<file path="config.mk">
export PLATFORM = sky130hd
export DESIGN_NAME = positional_sound_gain_pan_unit_flat
export DESIGN_NICKNAME = d
export VERILOG_FILES = /design/src/hdl/psgp_pkg.sv /design/src/hdl/psgp_ifs.sv /design/src/hdl/psgp_rem.sv /design/src/hdl/psgp_mul.sv /design/src/hdl/positional_sound_gain_pan_unit.sv /design/src/flat_wrapper.sv
export SDC_FILE = /design/constraint.sdc
export NUM_CORES = 2
export LEC_CHECK = 0
export BUFFER_PORTS_ARGS = -buffer_cell sky130_fd_sc_hd__buf_4
export CAP_MARGIN = 5
export CORE_MARGIN = 2
export CORE_UTILIZATION = 45
export CTS_CLUSTER_DIAMETER = 200
export DETAILED_ROUTE_END_ITERATION = 8
export PLACE_DENSITY_LB_ADDON = 0.08
export SYNTH_ARGS = -nofsm -noshare
export SYNTH_HDL_FRONTEND = slang
export SYNTH_SLANG_ARGS = --single-unit
</file>
<file path="constraint.sdc">
create_clock -name clk -period 18.3 [get_ports clk]
set_input_delay 3.66 -clock clk [delete_from_list [all_inputs] [get_ports clk]]
set_output_delay 3.66 -clock clk [all_outputs]
set_load 0.02 [all_outputs]
</file>
<file path="src/hdl/psgp_pkg.sv">
package psgp_pkg;

	// Configuration port geometry and register indexes.
	localparam int CFG_IDX_W  = 3;
	localparam int CFG_DATA_W = 20;

	localparam logic [CFG_IDX_W-1:0] CFG_LISTENER_X  = 3'd0;
	localparam logic [CFG_IDX_W-1:0] CFG_LISTENER_Y  = 3'd1;
	localparam logic [CFG_IDX_W-1:0] CFG_WORLD_W     = 3'd2;
	localparam logic [CFG_IDX_W-1:0] CFG_WORLD_H     = 3'd3;
	localparam logic [CFG_IDX_W-1:0] CFG_DIST_GAIN   = 3'd4;
	localparam logic [CFG_IDX_W-1:0] CFG_PAN_GAIN    = 3'd5;

	// Datapath widths.
	localparam int POS_W  = 20;   // positions
	localparam int OFS_W  = 21;   // listener-relative offset
	localparam int MAG_W  = 20;   // magnitude of an offset
	localparam int SIZE_W = 16;   // world size
	localparam int GAIN_W = 17;   // 16.16 gains
	localparam int PROD_W = MAG_W + GAIN_W;

	// Unity in 16.16.
	localparam logic [GAIN_W-1:0] ONE_Q16 = 17'h10000;

	localparam logic [GAIN_W-1:0] DIST_GAIN_RST = 17'd65;
	localparam logic [GAIN_W-1:0] PAN_GAIN_RST  = 17'd93;

	// Request into the shared remainder unit.
	typedef struct packed {
		logic              start;
		logic [MAG_W-1:0]  dividend;
		logic [SIZE_W-1:0] divisor;
	} rem_req_t;

	// Response from the shared remainder unit.
	typedef struct packed {
		logic              done;
		logic [SIZE_W-1:0] remainder;
	} rem_rsp_t;

endpackage

</file>
<file path="src/hdl/psgp_ifs.sv">
interface psgp_trig_if;
	logic               valid;
	logic               ready;
	logic [15:0]        sound_id;
	logic signed [19:0] source_x;
	logic signed [19:0] source_y;

	modport source (output valid, sound_id, source_x, source_y, input ready);
	modport sink (input valid, sound_id, source_x, source_y, output ready);
endinterface

interface psgp_play_if;
	logic               valid;
	logic               ready;
	logic [15:0]        patch_out;
	logic signed [17:0] pan_out;
	logic [16:0]        volume_out;
	logic [15:0]        play_tag;

	modport source (output valid, patch_out, pan_out, volume_out, play_tag, input ready);
	modport sink (input valid, patch_out, pan_out, volume_out, play_tag, output ready);
endinterface

interface psgp_cfg_if;
	logic        valid;
	logic        ready;
	logic [2:0]  index;
	logic [19:0] data;

	modport source (output valid, index, data, input ready);
	modport sink (input valid, index, data, output ready);
endinterface

</file>
<file path="src/hdl/psgp_rem.sv">
// Restoring remainder unit, one dividend bit per cycle.
module psgp_rem (
	input  logic                clk,
	input  logic                arst_n,
	input  psgp_pkg::rem_req_t  req,
	output psgp_pkg::rem_rsp_t  rsp
);

	localparam int CNT_W = $clog2(psgp_pkg::MAG_W);

	logic                        busy_q;
	logic                        done_q;
	logic [CNT_W-1:0]            cnt_q;
	logic [psgp_pkg::MAG_W-1:0]  dvd_q;
	logic [psgp_pkg::SIZE_W-1:0] div_q;
	logic [psgp_pkg::SIZE_W-1:0] rem_q;
	logic [psgp_pkg::SIZE_W:0]   trial;
	logic [psgp_pkg::SIZE_W:0]   trial_sub;

	assign trial     = {rem_q, dvd_q[psgp_pkg::MAG_W-1]};
	assign trial_sub = trial - {1'b0, div_q};

	always_ff @(posedge clk or negedge arst_n) begin
		if (!arst_n) begin
			busy_q <= 1'b0;
			done_q <= 1'b0;
			cnt_q  <= '0;
		end else begin
			done_q <= 1'b0;
			if (req.start) begin
				busy_q <= 1'b1;
				cnt_q  <= CNT_W'(psgp_pkg::MAG_W - 1);
			end else if (busy_q) begin
				if (cnt_q == '0) begin
					busy_q <= 1'b0;
					done_q <= 1'b1;
				end else begin
					cnt_q <= cnt_q - 1'b1;
				end
			end
		end
	end

	always_ff @(posedge clk) begin
		if (req.start) begin
			dvd_q <= req.dividend;
			div_q <= req.divisor;
			rem_q <= '0;
		end else if (busy_q) begin
			dvd_q <= {dvd_q[psgp_pkg::MAG_W-2:0], 1'b0};
			// The partial remainder stays below the divisor, so 16 bits hold it.
			if (trial >= {1'b0, div_q}) begin
				rem_q <= trial_sub[psgp_pkg::SIZE_W-1:0];
			end else begin
				rem_q <= trial[psgp_pkg::SIZE_W-1:0];
			end
		end
	end

	assign rsp.done      = done_q;
	assign rsp.remainder = rem_q;

endmodule

</file>
<file path="src/hdl/psgp_mul.sv">
// Shared unsigned multiplier with a registered product.
module psgp_mul (
	input  logic                        clk,
	input  logic [psgp_pkg::MAG_W-1:0]  a,
	input  logic [psgp_pkg::GAIN_W-1:0] b,
	output logic [psgp_pkg::PROD_W-1:0] p
);

	logic [psgp_pkg::PROD_W-1:0] p_q;

	always_ff @(posedge clk) begin
		p_q <= {{psgp_pkg::GAIN_W{1'b0}}, a} * {{psgp_pkg::MAG_W{1'b0}}, b};
	end

	assign p = p_q;

endmodule

</file>
<file path="src/hdl/positional_sound_gain_pan_unit.sv">
// Positional sound gain and pan unit.
//
// A request on the trigger channel carries a sound id and a 2D source position.
// The block subtracts the listener position, folds each offset into the world
// when that axis has a nonzero wrap size, and scales the offsets by the
// distance gain. A source whose scaled distance reaches one on either axis is
// dropped silently and the play tag does not advance. Otherwise one request
// leaves on the play channel with the id, a clamped 16.16 pan, a 16.16 volume
// and a 16-bit wrapping play tag.
// Configuration is written through the cfg channel, which is always ready; a
// write to an index past the last register is ignored. Write only while idle.
// An accepted item passes, for each axis that wraps, through the shared remainder
// unit (start, 20 bit steps, answer) and the fold; an axis without wrapping
// skips the unit. Then five products go through the shared multiplier and the
// result register is loaded. The trigger channel is ready only between items,
// so a new item is taken only once the last one is loaded or dropped. If the
// receiver stalls, the next finished item waits and holds the sequencer until
// the output register frees. Reset clears the play tag, puts the listener at
// the origin, turns wrapping off and sets the gains to their defaults.
module positional_sound_gain_pan_unit (
	input logic         clk,
	input logic         arst_n,
	psgp_trig_if.sink   trigger,
	psgp_play_if.source play,
	psgp_cfg_if.sink    cfg
);

	// Sequencer states.
	localparam logic [3:0] S_IDLE  = 4'd0;
	localparam logic [3:0] S_FOLDX = 4'd1;
	localparam logic [3:0] S_WAITX = 4'd2;
	localparam logic [3:0] S_FOLDY = 4'd3;
	localparam logic [3:0] S_WAITY = 4'd4;
	localparam logic [3:0] S_MX    = 4'd5;
	localparam logic [3:0] S_MY    = 4'd6;
	localparam logic [3:0] S_MP    = 4'd7;
	localparam logic [3:0] S_MH    = 4'd8;
	localparam logic [3:0] S_MV    = 4'd9;
	localparam logic [3:0] S_MW    = 4'd10;
	localparam logic [3:0] S_EMIT  = 4'd11;

	localparam int OW = psgp_pkg::OFS_W;
	localparam int MW = psgp_pkg::MAG_W;
	localparam int SW = psgp_pkg::SIZE_W;
	localparam int GW = psgp_pkg::GAIN_W;
	localparam int PW = psgp_pkg::PROD_W;

	// Configuration registers.
	logic signed [psgp_pkg::POS_W-1:0] lx_q;
	logic signed [psgp_pkg::POS_W-1:0] ly_q;
	logic [SW-1:0]                     ww_q;
	logic [SW-1:0]                     wh_q;
	logic [GW-1:0]                     dg_q;
	logic [GW-1:0]                     pg_q;

	// Sequencer and working registers.
	logic [3:0]           state_q;
	logic [15:0]          id_q;
	logic signed [OW-1:0] dx_q;
	logic signed [OW-1:0] dy_q;
	logic                 oor_q;
	logic [15:0]          hx_q;
	logic [15:0]          hy_q;
	logic signed [17:0]   pan_q;
	logic [16:0]          vol_q;
	logic [15:0]          tag_q;

	// Output register.
	logic                 out_v_q;
	logic [15:0]          out_id_q;
	logic signed [17:0]   out_pan_q;
	logic [16:0]          out_vol_q;
	logic [15:0]          out_tag_q;

	logic                 in_acc;
	logic                 out_load;

	// Shared units.
	psgp_pkg::rem_req_t   rem_req;
	psgp_pkg::rem_rsp_t   rem_rsp;
	logic [MW-1:0]        mul_a;
	logic [GW-1:0]        mul_b;
	logic [PW-1:0]        prod;

	// Magnitudes of the current offsets.
	logic [OW-1:0]        dx_neg;
	logic [OW-1:0]        dy_neg;
	logic [MW-1:0]        mag_x;
	logic [MW-1:0]        mag_y;

	// Fold of the axis whose remainder is returning.
	logic                 fold_y;
	logic [SW-1:0]        fold_size;
	logic                 fold_neg;
	logic [SW-1:0]        fold_r0;
	logic [SW:0]          fold_d;
	logic [OW-1:0]        fold_ofs;

	// Product decoding.
	logic                 prod_oor;
	logic [16:0]          h_sub;
	logic [16:0]          pan_mag;
	logic [17:0]          pan_pos;

	psgp_rem u_rem (
		.clk    (clk),
		.arst_n (arst_n),
		.req    (rem_req),
		.rsp    (rem_rsp)
	);

	psgp_mul u_mul (
		.clk (clk),
		.a   (mul_a),
		.b   (mul_b),
		.p   (prod)
	);

	assign cfg.ready     = 1'b1;
	assign trigger.ready = (state_q == S_IDLE);
	assign in_acc        = trigger.valid && trigger.ready;
	assign out_load      = (state_q == S_EMIT) && (!out_v_q || play.ready);

	always_ff @(posedge clk or negedge arst_n) begin
		if (!arst_n) begin
			lx_q <= '0;
			ly_q <= '0;
			ww_q <= '0;
			wh_q <= '0;
			dg_q <= psgp_pkg::DIST_GAIN_RST;
			pg_q <= psgp_pkg::PAN_GAIN_RST;
		end else if (cfg.valid && cfg.ready) begin
			case (cfg.index)
				psgp_pkg::CFG_LISTENER_X: lx_q <= cfg.data;
				psgp_pkg::CFG_LISTENER_Y: ly_q <= cfg.data;
				psgp_pkg::CFG_WORLD_W:    ww_q <= cfg.data[SW-1:0];
				psgp_pkg::CFG_WORLD_H:    wh_q <= cfg.data[SW-1:0];
				psgp_pkg::CFG_DIST_GAIN:  dg_q <= cfg.data[GW-1:0];
				psgp_pkg::CFG_PAN_GAIN:   pg_q <= cfg.data[GW-1:0];
				default: ;
			endcase
		end
	end

	// The offsets span 21 bits, but their magnitude never exceeds 2^20 - 1.
	assign dx_neg = OW'(0) - dx_q;
	assign dy_neg = OW'(0) - dy_q;
	assign mag_x  = dx_q[OW-1] ? dx_neg[MW-1:0] : dx_q[MW-1:0];
	assign mag_y  = dy_q[OW-1] ? dy_neg[MW-1:0] : dy_q[MW-1:0];

	// Floored modulo from the remainder of the magnitude, then the fold into
	// the half-open range centered on the listener.
	always_comb begin
		fold_y    = (state_q == S_WAITY);
		fold_size = fold_y ? wh_q : ww_q;
		fold_neg  = fold_y ? dy_q[OW-1] : dx_q[OW-1];
		if (fold_neg && (rem_rsp.remainder != '0)) begin
			fold_r0 = fold_size - rem_rsp.remainder;
		end else begin
			fold_r0 = rem_rsp.remainder;
		end
		if (fold_r0 > (fold_size >> 1)) begin
			fold_d = {1'b0, fold_r0} - {1'b0, fold_size};
		end else begin
			fold_d = {1'b0, fold_r0};
		end
		fold_ofs = {{(OW-SW-1){fold_d[SW]}}, fold_d};
	end

	always_comb begin
		rem_req.start    = 1'b0;
		rem_req.dividend = mag_x;
		rem_req.divisor  = ww_q;
		if (state_q == S_FOLDX) begin
			rem_req.start = (ww_q != '0);
		end else if (state_q == S_FOLDY) begin
			rem_req.start    = (wh_q != '0);
			rem_req.dividend = mag_y;
			rem_req.divisor  = wh_q;
		end
	end

	// Operand selection for the shared multiplier. Each product is read one
	// state after its operands are presented.
	always_comb begin
		case (state_q)
			S_MX: begin
				mul_a = mag_x;
				mul_b = dg_q;
			end
			S_MY: begin
				mul_a = mag_y;
				mul_b = dg_q;
			end
			S_MP: begin
				mul_a = mag_x;
				mul_b = pg_q;
			end
			S_MH: begin
				mul_a = {{(MW-16){1'b0}}, hx_q};
				mul_b = {{(GW-16){1'b0}}, hy_q};
			end
			S_MV: begin
				// Half of v = (hx * hy) >> 14, which is at most 2^15.
				mul_a = {{(MW-16){1'b0}}, prod[30:15]};
				mul_b = {{(GW-16){1'b0}}, prod[30:15]};
			end
			default: begin
				mul_a = '0;
				mul_b = '0;
			end
		endcase
	end

	// A scaled distance is out of range once it reaches one in 16.16.
	assign prod_oor = (prod[PW-1:16] != '0);
	assign h_sub    = psgp_pkg::ONE_Q16 - {1'b0, prod[15:0]};
	assign pan_mag  = (prod > PW'(psgp_pkg::ONE_Q16)) ? psgp_pkg::ONE_Q16 : prod[16:0];
	assign pan_pos  = {1'b0, pan_mag};

	always_ff @(posedge clk or negedge arst_n) begin
		if (!arst_n) begin
			state_q <= S_IDLE;
			tag_q   <= '0;
		end else begin
			case (state_q)
				S_IDLE: begin
					if (in_acc) begin
						state_q <= S_FOLDX;
					end
				end
				S_FOLDX: state_q <= (ww_q != '0) ? S_WAITX : S_FOLDY;
				S_WAITX: begin
					if (rem_rsp.done) begin
						state_q <= S_FOLDY;
					end
				end
				S_FOLDY: state_q <= (wh_q != '0) ? S_WAITY : S_MX;
				S_WAITY: begin
					if (rem_rsp.done) begin
						state_q <= S_MX;
					end
				end
				S_MX: state_q <= S_MY;
				S_MY: state_q <= S_MP;
				S_MP: state_q <= (oor_q || prod_oor) ? S_IDLE : S_MH;
				S_MH: state_q <= S_MV;
				S_MV: state_q <= S_MW;
				S_MW: state_q <= S_EMIT;
				S_EMIT: begin
					if (out_load) begin
						state_q <= S_IDLE;
						tag_q   <= tag_q + 16'd1;
					end
				end
				default: state_q <= S_IDLE;
			endcase
		end
	end

	always_ff @(posedge clk) begin
		if (in_acc) begin
			id_q <= trigger.sound_id;
			dx_q <= {trigger.source_x[19], trigger.source_x} - {lx_q[19], lx_q};
			dy_q <= {trigger.source_y[19], trigger.source_y} - {ly_q[19], ly_q};
		end
		if ((state_q == S_WAITX) && rem_rsp.done) begin
			dx_q <= fold_ofs;
		end
		if ((state_q == S_WAITY) && rem_rsp.done) begin
			dy_q <= fold_ofs;
		end
		if (state_q == S_MY) begin
			oor_q <= prod_oor;
			hx_q  <= h_sub[16:1];
		end
		if (state_q == S_MP) begin
			hy_q <= h_sub[16:1];
		end
		if (state_q == S_MH) begin
			pan_q <= dx_q[OW-1] ? (18'sd0 - pan_pos) : pan_pos;
		end
		if (state_q == S_MW) begin
			vol_q <= prod[30:14];
		end
	end

	always_ff @(posedge clk or negedge arst_n) begin
		if (!arst_n) begin
			out_v_q <= 1'b0;
		end else if (out_load) begin
			out_v_q <= 1'b1;
		end else if (play.ready) begin
			out_v_q <= 1'b0;
		end
	end

	always_ff @(posedge clk) begin
		if (out_load) begin
			out_id_q  <= id_q;
			out_pan_q <= pan_q;
			out_vol_q <= vol_q;
			out_tag_q <= tag_q;
		end
	end

	assign play.valid      = out_v_q;
	assign play.patch_out  = out_id_q;
	assign play.pan_out    = out_pan_q;
	assign play.volume_out = out_vol_q;
	assign play.play_tag   = out_tag_q;

`ifndef SYNTHESIS
	// An accepted trigger keeps the channel closed on the next cycle.
	a_busy_after_accept: assert property (@(posedge clk) disable iff (!arst_n)
		trigger.valid && trigger.ready |=> !trigger.ready)
		else $error("trigger accepted again while an item is in work");

	// A loaded result carries the tag from before the advance.
	a_tag_advance: assert property (@(posedge clk) disable iff (!arst_n)
		out_load |=> play.valid && (play.play_tag == tag_q - 16'd1))
		else $error("play tag does not match the advanced counter");

	// Volume and pan stay within unity.
	a_out_range: assert property (@(posedge clk) disable iff (!arst_n)
		play.valid |-> (play.volume_out <= 17'h10000) &&
			(play.pan_out <= 18'sh10000) && (play.pan_out >= -18'sh10000))
		else $error("result outside its 16.16 range");

	// The remainder unit only answers while the sequencer waits for it.
	a_rem_done: assert property (@(posedge clk) disable iff (!arst_n)
		rem_rsp.done |-> (state_q == S_WAITX) || (state_q == S_WAITY))
		else $error("remainder returned outside a fold");
`endif

endmodule
</file>
<file path="src/flat_wrapper.sv">
// flat-port wrapper written by rule: the top's interface ports become plain ports
module positional_sound_gain_pan_unit_flat 
  (clk, arst_n, trigger_valid, trigger_sound_id, trigger_source_x, trigger_source_y, trigger_ready, play_valid, play_patch_out, play_pan_out, play_volume_out, play_play_tag, play_ready, cfg_valid, cfg_index, cfg_data, cfg_ready);
  psgp_trig_if trigger_i ();
  psgp_play_if play_i ();
  psgp_cfg_if cfg_i ();
  input logic clk;
  input logic arst_n;
  input wire logic [$bits(trigger_i.valid)-1:0] trigger_valid;
  input wire logic [$bits(trigger_i.sound_id)-1:0] trigger_sound_id;
  input wire logic [$bits(trigger_i.source_x)-1:0] trigger_source_x;
  input wire logic [$bits(trigger_i.source_y)-1:0] trigger_source_y;
  output wire logic [$bits(trigger_i.ready)-1:0] trigger_ready;
  output wire logic [$bits(play_i.valid)-1:0] play_valid;
  output wire logic [$bits(play_i.patch_out)-1:0] play_patch_out;
  output wire logic [$bits(play_i.pan_out)-1:0] play_pan_out;
  output wire logic [$bits(play_i.volume_out)-1:0] play_volume_out;
  output wire logic [$bits(play_i.play_tag)-1:0] play_play_tag;
  input wire logic [$bits(play_i.ready)-1:0] play_ready;
  input wire logic [$bits(cfg_i.valid)-1:0] cfg_valid;
  input wire logic [$bits(cfg_i.index)-1:0] cfg_index;
  input wire logic [$bits(cfg_i.data)-1:0] cfg_data;
  output wire logic [$bits(cfg_i.ready)-1:0] cfg_ready;
  assign trigger_i.valid = trigger_valid;
  assign trigger_i.sound_id = trigger_sound_id;
  assign trigger_i.source_x = trigger_source_x;
  assign trigger_i.source_y = trigger_source_y;
  assign trigger_ready = trigger_i.ready;
  assign play_valid = play_i.valid;
  assign play_patch_out = play_i.patch_out;
  assign play_pan_out = play_i.pan_out;
  assign play_volume_out = play_i.volume_out;
  assign play_play_tag = play_i.play_tag;
  assign play_i.ready = play_ready;
  assign cfg_i.valid = cfg_valid;
  assign cfg_i.index = cfg_index;
  assign cfg_i.data = cfg_data;
  assign cfg_ready = cfg_i.ready;
  positional_sound_gain_pan_unit u_core (.clk(clk), .arst_n(arst_n), .trigger(trigger_i), .play(play_i), .cfg(cfg_i));
endmodule
</file>
# ---- Yosys cells after proc, flatten, opt, wreduce, memory -nomap -nowiden
# Index checks and enable logic that the tools add are counted.
dict set report word_totals {
  regBits 416
  input_bits 84
  out_inout_bits 70
  wordCells 134
}
dict set report classes {
  n_addsub 11
  n_mul 1
  n_lt_le_gt_ge 3
  n_eq_ne 21
  n_mux 39
  n_reduce_logical 30
}
# cell n
set ops {}
lappend ops {{$mux 21} 4}
lappend ops {{$mux 20} 4}
lappend ops {{$pmux 20 s4} 1}
lappend ops {{$pmux 17 s4} 1}
lappend ops {{$mux 17} 3}
lappend ops {{$mux 16} 3}
lappend ops {{$pmux 4 s12} 1}
lappend ops {{$reduce_bool 16->1} 3}
lappend ops {{$sub 20x20->21} 2}
lappend ops {{$sub 1x20->20 const A} 2}
lappend ops {{$gt 37x17->1 const B} 1}
lappend ops {{$mul 20x17->37} 1}
lappend ops {{$mux 37} 1}
lappend ops {{$mux 36} 1}
lappend ops {{$sub 16x16->16} 2}
lappend ops {{$reduce_bool 21->1} 1}
lappend ops {{$mux 4} 5}
lappend ops {{$sub 1x17->18 const A} 1}
lappend ops {{$ge 17x16->1} 1}
lappend ops {{$sub 16x16->17} 1}
lappend ops {{$sub 17x16->17 const A} 1}
lappend ops {{$add 16x1->16 const B} 1}
lappend ops {{$eq 4x3->1 const B} 4}
lappend ops {{$eq 4x4->1 const B} 4}
lappend ops {{21 further kinds} 56}

# ---- Depth between registers and ports, before layout
dict set report logic_depth {
  depth_word 7
  depth_mapped 31
  depth_no_buf 29
}

# ---- Modules after synthesis
# From an unflattened synthesis, not the netlist that was laid out.
dict set report hier_totals {
  hier_cells 3371
  hier_area_um2 33543.4
}
# module n_inst cells_each area_each_um2 seq_area_each_um2
set modules_own_cells {}
lappend modules_own_cells {positional_sound_gain_pan_unit 1 1704 18166.2 8982.4}
lappend modules_own_cells {psgp_mul 1 1374 12150.4 740.7}
lappend modules_own_cells {psgp_rem 1 293 3226.8 1576.5}

# ---- Least setup slack after synthesis
# OpenSTA, ideal clock, no wires.
dict set report synth_timing {
  kind {input-to-reg}
  from {input play_ready}
  to {register u_core.tag_q[13]}
  setup_time_ns 0.123
  t_arrival_ns 8.553
  required_ns 18.177
  path_slack_ns 9.624
  path_stages 7
  path_buffers 0
  cell_sequence {inv_1 a21oi_1 nand4_1 nor2_1 and4_1 nand3_1 xnor2_1}
}
dict set report synth_between {
  elab_chain_cells 3
}
# item line_no
set synth_rtl {}
lappend synth_rtl {{start, declared} flat_wrapper.sv:19} ;# input wire logic [$bits(play_i.ready)-1:0] play_ready;
lappend synth_rtl {{$logic_or 1x1->1} positional_sound_gain_pan_unit.sv:122} ;# assign out_load = (state_q == S_EMIT) && (!out_v_q || play.ready);
lappend synth_rtl {{$logic_and 1x1->1} positional_sound_gain_pan_unit.sv:122}
lappend synth_rtl {{named net u_core.out_load} positional_sound_gain_pan_unit.sv:76} ;# logic out_load;
lappend synth_rtl {{$reduce_and 2->1 (no line)} n/a}
lappend synth_rtl {{end signal, assigned} positional_sound_gain_pan_unit.sv:253} ;# tag_q <= tag_q + 16'd1;
lappend synth_rtl {{end, declared} positional_sound_gain_pan_unit.sv:66} ;# logic [15:0] tag_q;
# The timed path passes the listed nets, and every way through them passes these cells.
# A chain may end at the register's enable or synchronous reset.

# ---- Final worst setup path
dict set report layout_timing {
  from {register u_core.dy_q[7]}
  to {register u_core.u_mul.p_q (netlist bit u_core.u_mul.p[35])}
}
dict set report layout_between {
  elab_chain_cells 4
}
# item line_no
set layout_rtl {}
lappend layout_rtl {{start, declared} positional_sound_gain_pan_unit.sv:60} ;# logic signed [OW-1:0] dy_q;
lappend layout_rtl {{start signal, assigned} positional_sound_gain_pan_unit.sv:265} ;# dy_q <= {trigger.source_y[19], trigger.source_y} - {ly_q[19], ly_q};
lappend layout_rtl {{start signal, assigned} positional_sound_gain_pan_unit.sv:271} ;# dy_q <= fold_ofs;
lappend layout_rtl {{$sub 1x20->20} positional_sound_gain_pan_unit.sv:147} ;# assign dy_neg = OW'(0) - dy_q;
lappend layout_rtl {{$mux 20 *} positional_sound_gain_pan_unit.sv:149} ;# assign mag_y = dy_q[OW-1] ? dy_neg[MW-1:0] : dy_q[MW-1:0];
lappend layout_rtl {{$pmux 20 s4 *} positional_sound_gain_pan_unit.sv:186} ;# case (state_q)
lappend layout_rtl {{$mul 20x17->37 *} psgp_mul.sv:12} ;# p_q <= {{psgp_pkg::GAIN_W{1'b0}}, a} * {{psgp_pkg::MAG_W{1'b0}}, b};
lappend layout_rtl {{end signal, assigned} psgp_mul.sv:12}
lappend layout_rtl {{end, declared} psgp_mul.sv:9} ;# logic [psgp_pkg::PROD_W-1:0] p_q;
# Mark *: on every way between the ends. The rest lies on a longest branch, timed or not.

==> results_dict.tcl <==
set metrics [dict create \
    ys_seq_elements 416 \
    fillers 6575 \
    initial_antenna_violation_count 2 \
    slew_headroom_pct 13.4 \
    crit_path_top_delay_cell "sky130_fd_sc_hd__o31ai_1" \
    timing.critical_path.buf_inv 4 \
    crit_path_kind "flop to flop" \
    clock_sinks 416 \
    syn2layout_area_growth_pct 12.1 \
    final.setup.worst_slack_ns 8.91 \
    setup_violations 0 \
    synth.lib_cells_used.distinct 76 \
    outcome "finished, final reports clean" \
    drt_pre_antenna_iters 7 \
    design.die.area_um2 74500 \
    synth_edf_count 229 \
    summed_instance_area_of_the_synthesized_netlist_um2 32600 \
    setup.reg_to_reg.worst_slack_ns 8.91 \
    synthDominantAreaCellType "sky130_fd_sc_hd__edfxtp_1" \
    top_cells_by_count_synth "sky130_fd_sc_hd__inv_1, sky130_fd_sc_hd__nand2_1, sky130_fd_sc_hd__fa_1" \
    avgRoutedWirePerCell_um 21.5 \
    leading_cell_type_by_number_of_instances_after_synthesis "sky130_fd_sc_hd__inv_1" \
    dp_hpwl_mm 74.0 \
    worstPathArrival_ns 9.87 \
    yosys-top-cells-area "sky130_fd_sc_hd__edfxtp_1, sky130_fd_sc_hd__fa_1, sky130_fd_sc_hd__dfrtp_1" \
    worst_setup_path_endpoint "u_core.u_mul.p[35]$_DFF_P_" \
    die_height_um 273 \
    num_antenna_cells 0 \
    rsz0062_at_grt "false" \
    postRouteAntennaNets 0 \
    critical_path_depth 25 \
    dpl_cell_area_um2 34800 \
    port-buffer-count 152 \
    launching_element_of_the_worst_setup_path "u_core.dy_q[7]$_DFFE_PP_" \
    drc 0 \
    critical-path-max-stage-delay_ns 0.77 \
    layout-drive-gt1-share_pct 12.5 \
    routed_via_density 5.55 \
    path_clk_slew_ns 0.06 \
    fin_util_pct 51.0 \
    r2r.worst_path.cells 25 \
    cts_inserted_buffers 50 \
    syn_avg_cell_area_um2 9.97 \
    place_congestion 0.906 \
    grtUsageTotal_pct 25.6 \
    yosys_warnings 0 \
    core-area_um2 71600 \
    cts_htree_levels 2 \
    number_of_top_level_pins 154 \
    period_needed_ns 9.39 \
    fp.dieW_um 273 \
    drv_cap 0 \
    clock_tree_from_tritoncts "yes" \
    clock_insertion_delay_worst_skew_ns 0.60 \
    post-route-period-util_pct 51.3 \
    critPathMostFrequentCell "sky130_fd_sc_hd__fa_1" \
    synth_seq_area_share_pct 34.7 \
    num-nets-final 3975 \
    critical_path_launch_point_type "flop" \
    grt_first_pass_wirelength_mm 146 \
    post-route-cell-area_um2 36500 \
    post-synth-top-area-fraction_pct 21.1 \
    initial_core_utilization_pct 45.5 \
    ys_async_sr_fraction_pct 32.2 \
    max_freq_mhz 106 \
    totalNegativeSetupSlack_ns 0 \
    number_of_global_route_vias_before_repair 24700 \
    syn-instance-count 3267 \
    number_of_violations_reported_at_the_end_of_detailed_routing_iteration_0 2067 \
    worst_r2r_endpoint "u_core.u_mul.p[35]$_DFF_P_" \
    power-per-cell-area_nw_per_um2 172 \
    critical_path.endpoint_type "flop" \
    vias 24400 \
    cts-hold-fix-buffers 0 \
    leakage_nw 16.3 \
    multi_input_comb_area_um2 19200 \
    critical_path.top_delay_family "adder cells" \
    report.final.hold_viol_count 0 \
    slew_violations 0 \
    place_worst_setup_slack_ns 9.06 \
    ff_latch_area_um2 11300 \
    max-vdd-ir-drop_uv 99.6 \
    routed_wirelength_mm 94.5 \
    timing.critical_path.fanout_max 9 \
    num_rows 98 \
    grt_remaining_overflow 0 \
    fin_worst_skew_ns 0.0135 \
    grt_start_max_net_pins 75 \
    ctsResizeCount 0 \
    r2r_start "u_core.dy_q[7]$_DFFE_PP_" \
    critical_path_required_ns 18.77 \
    min_path_type "flop to flop" \
    ys.flop_type "sky130_fd_sc_hd__edfxtp_1" \
    syn-num-nets 3845 \
    cts-root-buf "sky130_fd_sc_hd__clkbuf_16" \
    worst_slew_pin_slew_ns 1.30 \
    clock_tree.buffer_depth 3 \
    cts_setup_buffers 0 \
]
[worst reg2reg max path, stage by stage, from the launching register on]
cell,delay [ns]
sky130_fd_sc_hd__edfxtp_1,0.43
sky130_fd_sc_hd__or4_1,0.59
sky130_fd_sc_hd__or3_1,0.37
sky130_fd_sc_hd__or3_1,0.39
sky130_fd_sc_hd__o21ai_0,0.21
sky130_fd_sc_hd__xnor2_1,0.14
sky130_fd_sc_hd__a222oi_1,0.39
sky130_fd_sc_hd__o21a_1,0.46
sky130_fd_sc_hd__nor2_1,0.12
sky130_fd_sc_hd__fa_1,0.52
sky130_fd_sc_hd__inv_1,0.05
sky130_fd_sc_hd__fa_1,0.45
sky130_fd_sc_hd__fa_1,0.51
sky130_fd_sc_hd__inv_1,0.05
sky130_fd_sc_hd__fa_1,0.46
sky130_fd_sc_hd__fa_1,0.54
sky130_fd_sc_hd__inv_1,0.05
sky130_fd_sc_hd__fa_1,0.53
sky130_fd_sc_hd__inv_1,0.04
sky130_fd_sc_hd__ha_1,0.36
sky130_fd_sc_hd__nand3_1,0.15
sky130_fd_sc_hd__o31ai_1,0.77
sky130_fd_sc_hd__a21boi_0,0.56
sky130_fd_sc_hd__o311ai_0,0.74
sky130_fd_sc_hd__a221oi_1,0.19
sky130_fd_sc_hd__xnor2_1,0.17
[how the worst min path moves through the flow]
stage	startpoint	cells past startpoint	to	slack [ns]
2_1_floorplan	u_core.pan_q[0]$_DFFE_PN_	0	u_core.play.pan_out[0]$_DFFE_PP_	0.40
3_3_place_gp	u_core.id_q[4]$_DFFE_PP_	0	u_core.play.patch_out[4]$_DFFE_PP_	0.40
3_5_place_dp	u_core.pan_q[10]$_DFFE_PN_	0	u_core.play.pan_out[10]$_DFFE_PP_	0.40
4_1_cts	u_core.vol_q[14]$_DFFE_PP_	0	u_core.play.volume_out[14]$_DFFE_PP_	0.41
5_1_grt	u_core.pan_q[10]$_DFFE_PN_	0	u_core.play.pan_out[10]$_DFFE_PP_	0.42
6_report	u_core.vol_q[14]$_DFFE_PP_	0	u_core.play.volume_out[14]$_DFFE_PP_	0.41
[logic make-up after synthesis]
kind of cell    share of synthesized area (%)
flops                                    34.7
other cells                            0.0115
buf+inv                                  6.57
mux                                      5.14
xor+xnor                                 4.71
fa+ha+maj                                25.3
simple gates                             12.7
compound gates                           10.9
[layout by cell type (no fill, tap or decap), types with 51 or more instances in the layout]
master,Yosys,layout
sky130_fd_sc_hd__ha_1,220,220
sky130_fd_sc_hd__xor2_1,78,78
sky130_fd_sc_hd__dfrtp_1,127,127
sky130_fd_sc_hd__inv_1,445,445
sky130_fd_sc_hd__a21oi_1,129,128
sky130_fd_sc_hd__edfxtp_1,229,229
sky130_fd_sc_hd__mux2_2,105,105
sky130_fd_sc_hd__dfxtp_1,53,53
sky130_fd_sc_hd__nand2_1,403,403
sky130_fd_sc_hd__o21ai_0,163,163
sky130_fd_sc_hd__fa_1,274,274
sky130_fd_sc_hd__buf_4,2,188
sky130_fd_sc_hd__xnor2_1,97,97
sky130_fd_sc_hd__nor2_1,241,237
sky130_fd_sc_hd__clkbuf_16,0,51
[final cells by class]
class	count	area share, %
multi-input cells	2293	52.6
flip-flops and latches	416	31.0
inverters	447	4.60
repair buffers	189	3.90
clock buffers	62	3.69
well taps	950	3.26
clock inverters	32	1.01
[where the power goes]
group          switching [mW]  internal [mW]
Combinational            2.40           1.41
Clock                   0.420          0.612
Sequential              0.175           1.27
Total                    3.00           3.29
[metal layers]
metal | vias to the layer above | share of wire [%] | GRT usage [%]
met4 | 0 | 3.1 | 7.43
met2 | 787 | 47 | 42.4
met1 | 12200 | 44 | 35.1
li1 | 11300 | - | -
met5 | - | 0 | 0
met3 | 151 | 5.8 | 3.56
[stage by stage]
step | hold slack, ns | total power [mW] | std cells
6_report | 0.412 | 6.29 | 4389
5_1_grt | 0.424 | 6.78 | 4389
4_1_cts | 0.412 | 6.31 | 4389
3_5_place_dp | 0.405 | 5.24 | 4295
3_3_place_gp | 0.400 | 5.18 | 4295
2_1_floorplan | 0.400 | 4.09 | 3267
[sequential cells by signal, indices dropped and copies added, names as in the netlist, 17 cells and up]
signal,count
u_core.u_mul.p,37
u_core.lx_q,20
u_core.pg_q,17
u_core.dx_q,21
u_core.play.pan_out,18
u_core.pan_q,18
u_core.u_rem.dvd_q,20
u_core.vol_q,17
u_core.play.volume_out,17
u_core.dy_q,21
u_core.ly_q,20
u_core.dg_q,17
(Power assumes the default switching activity.)
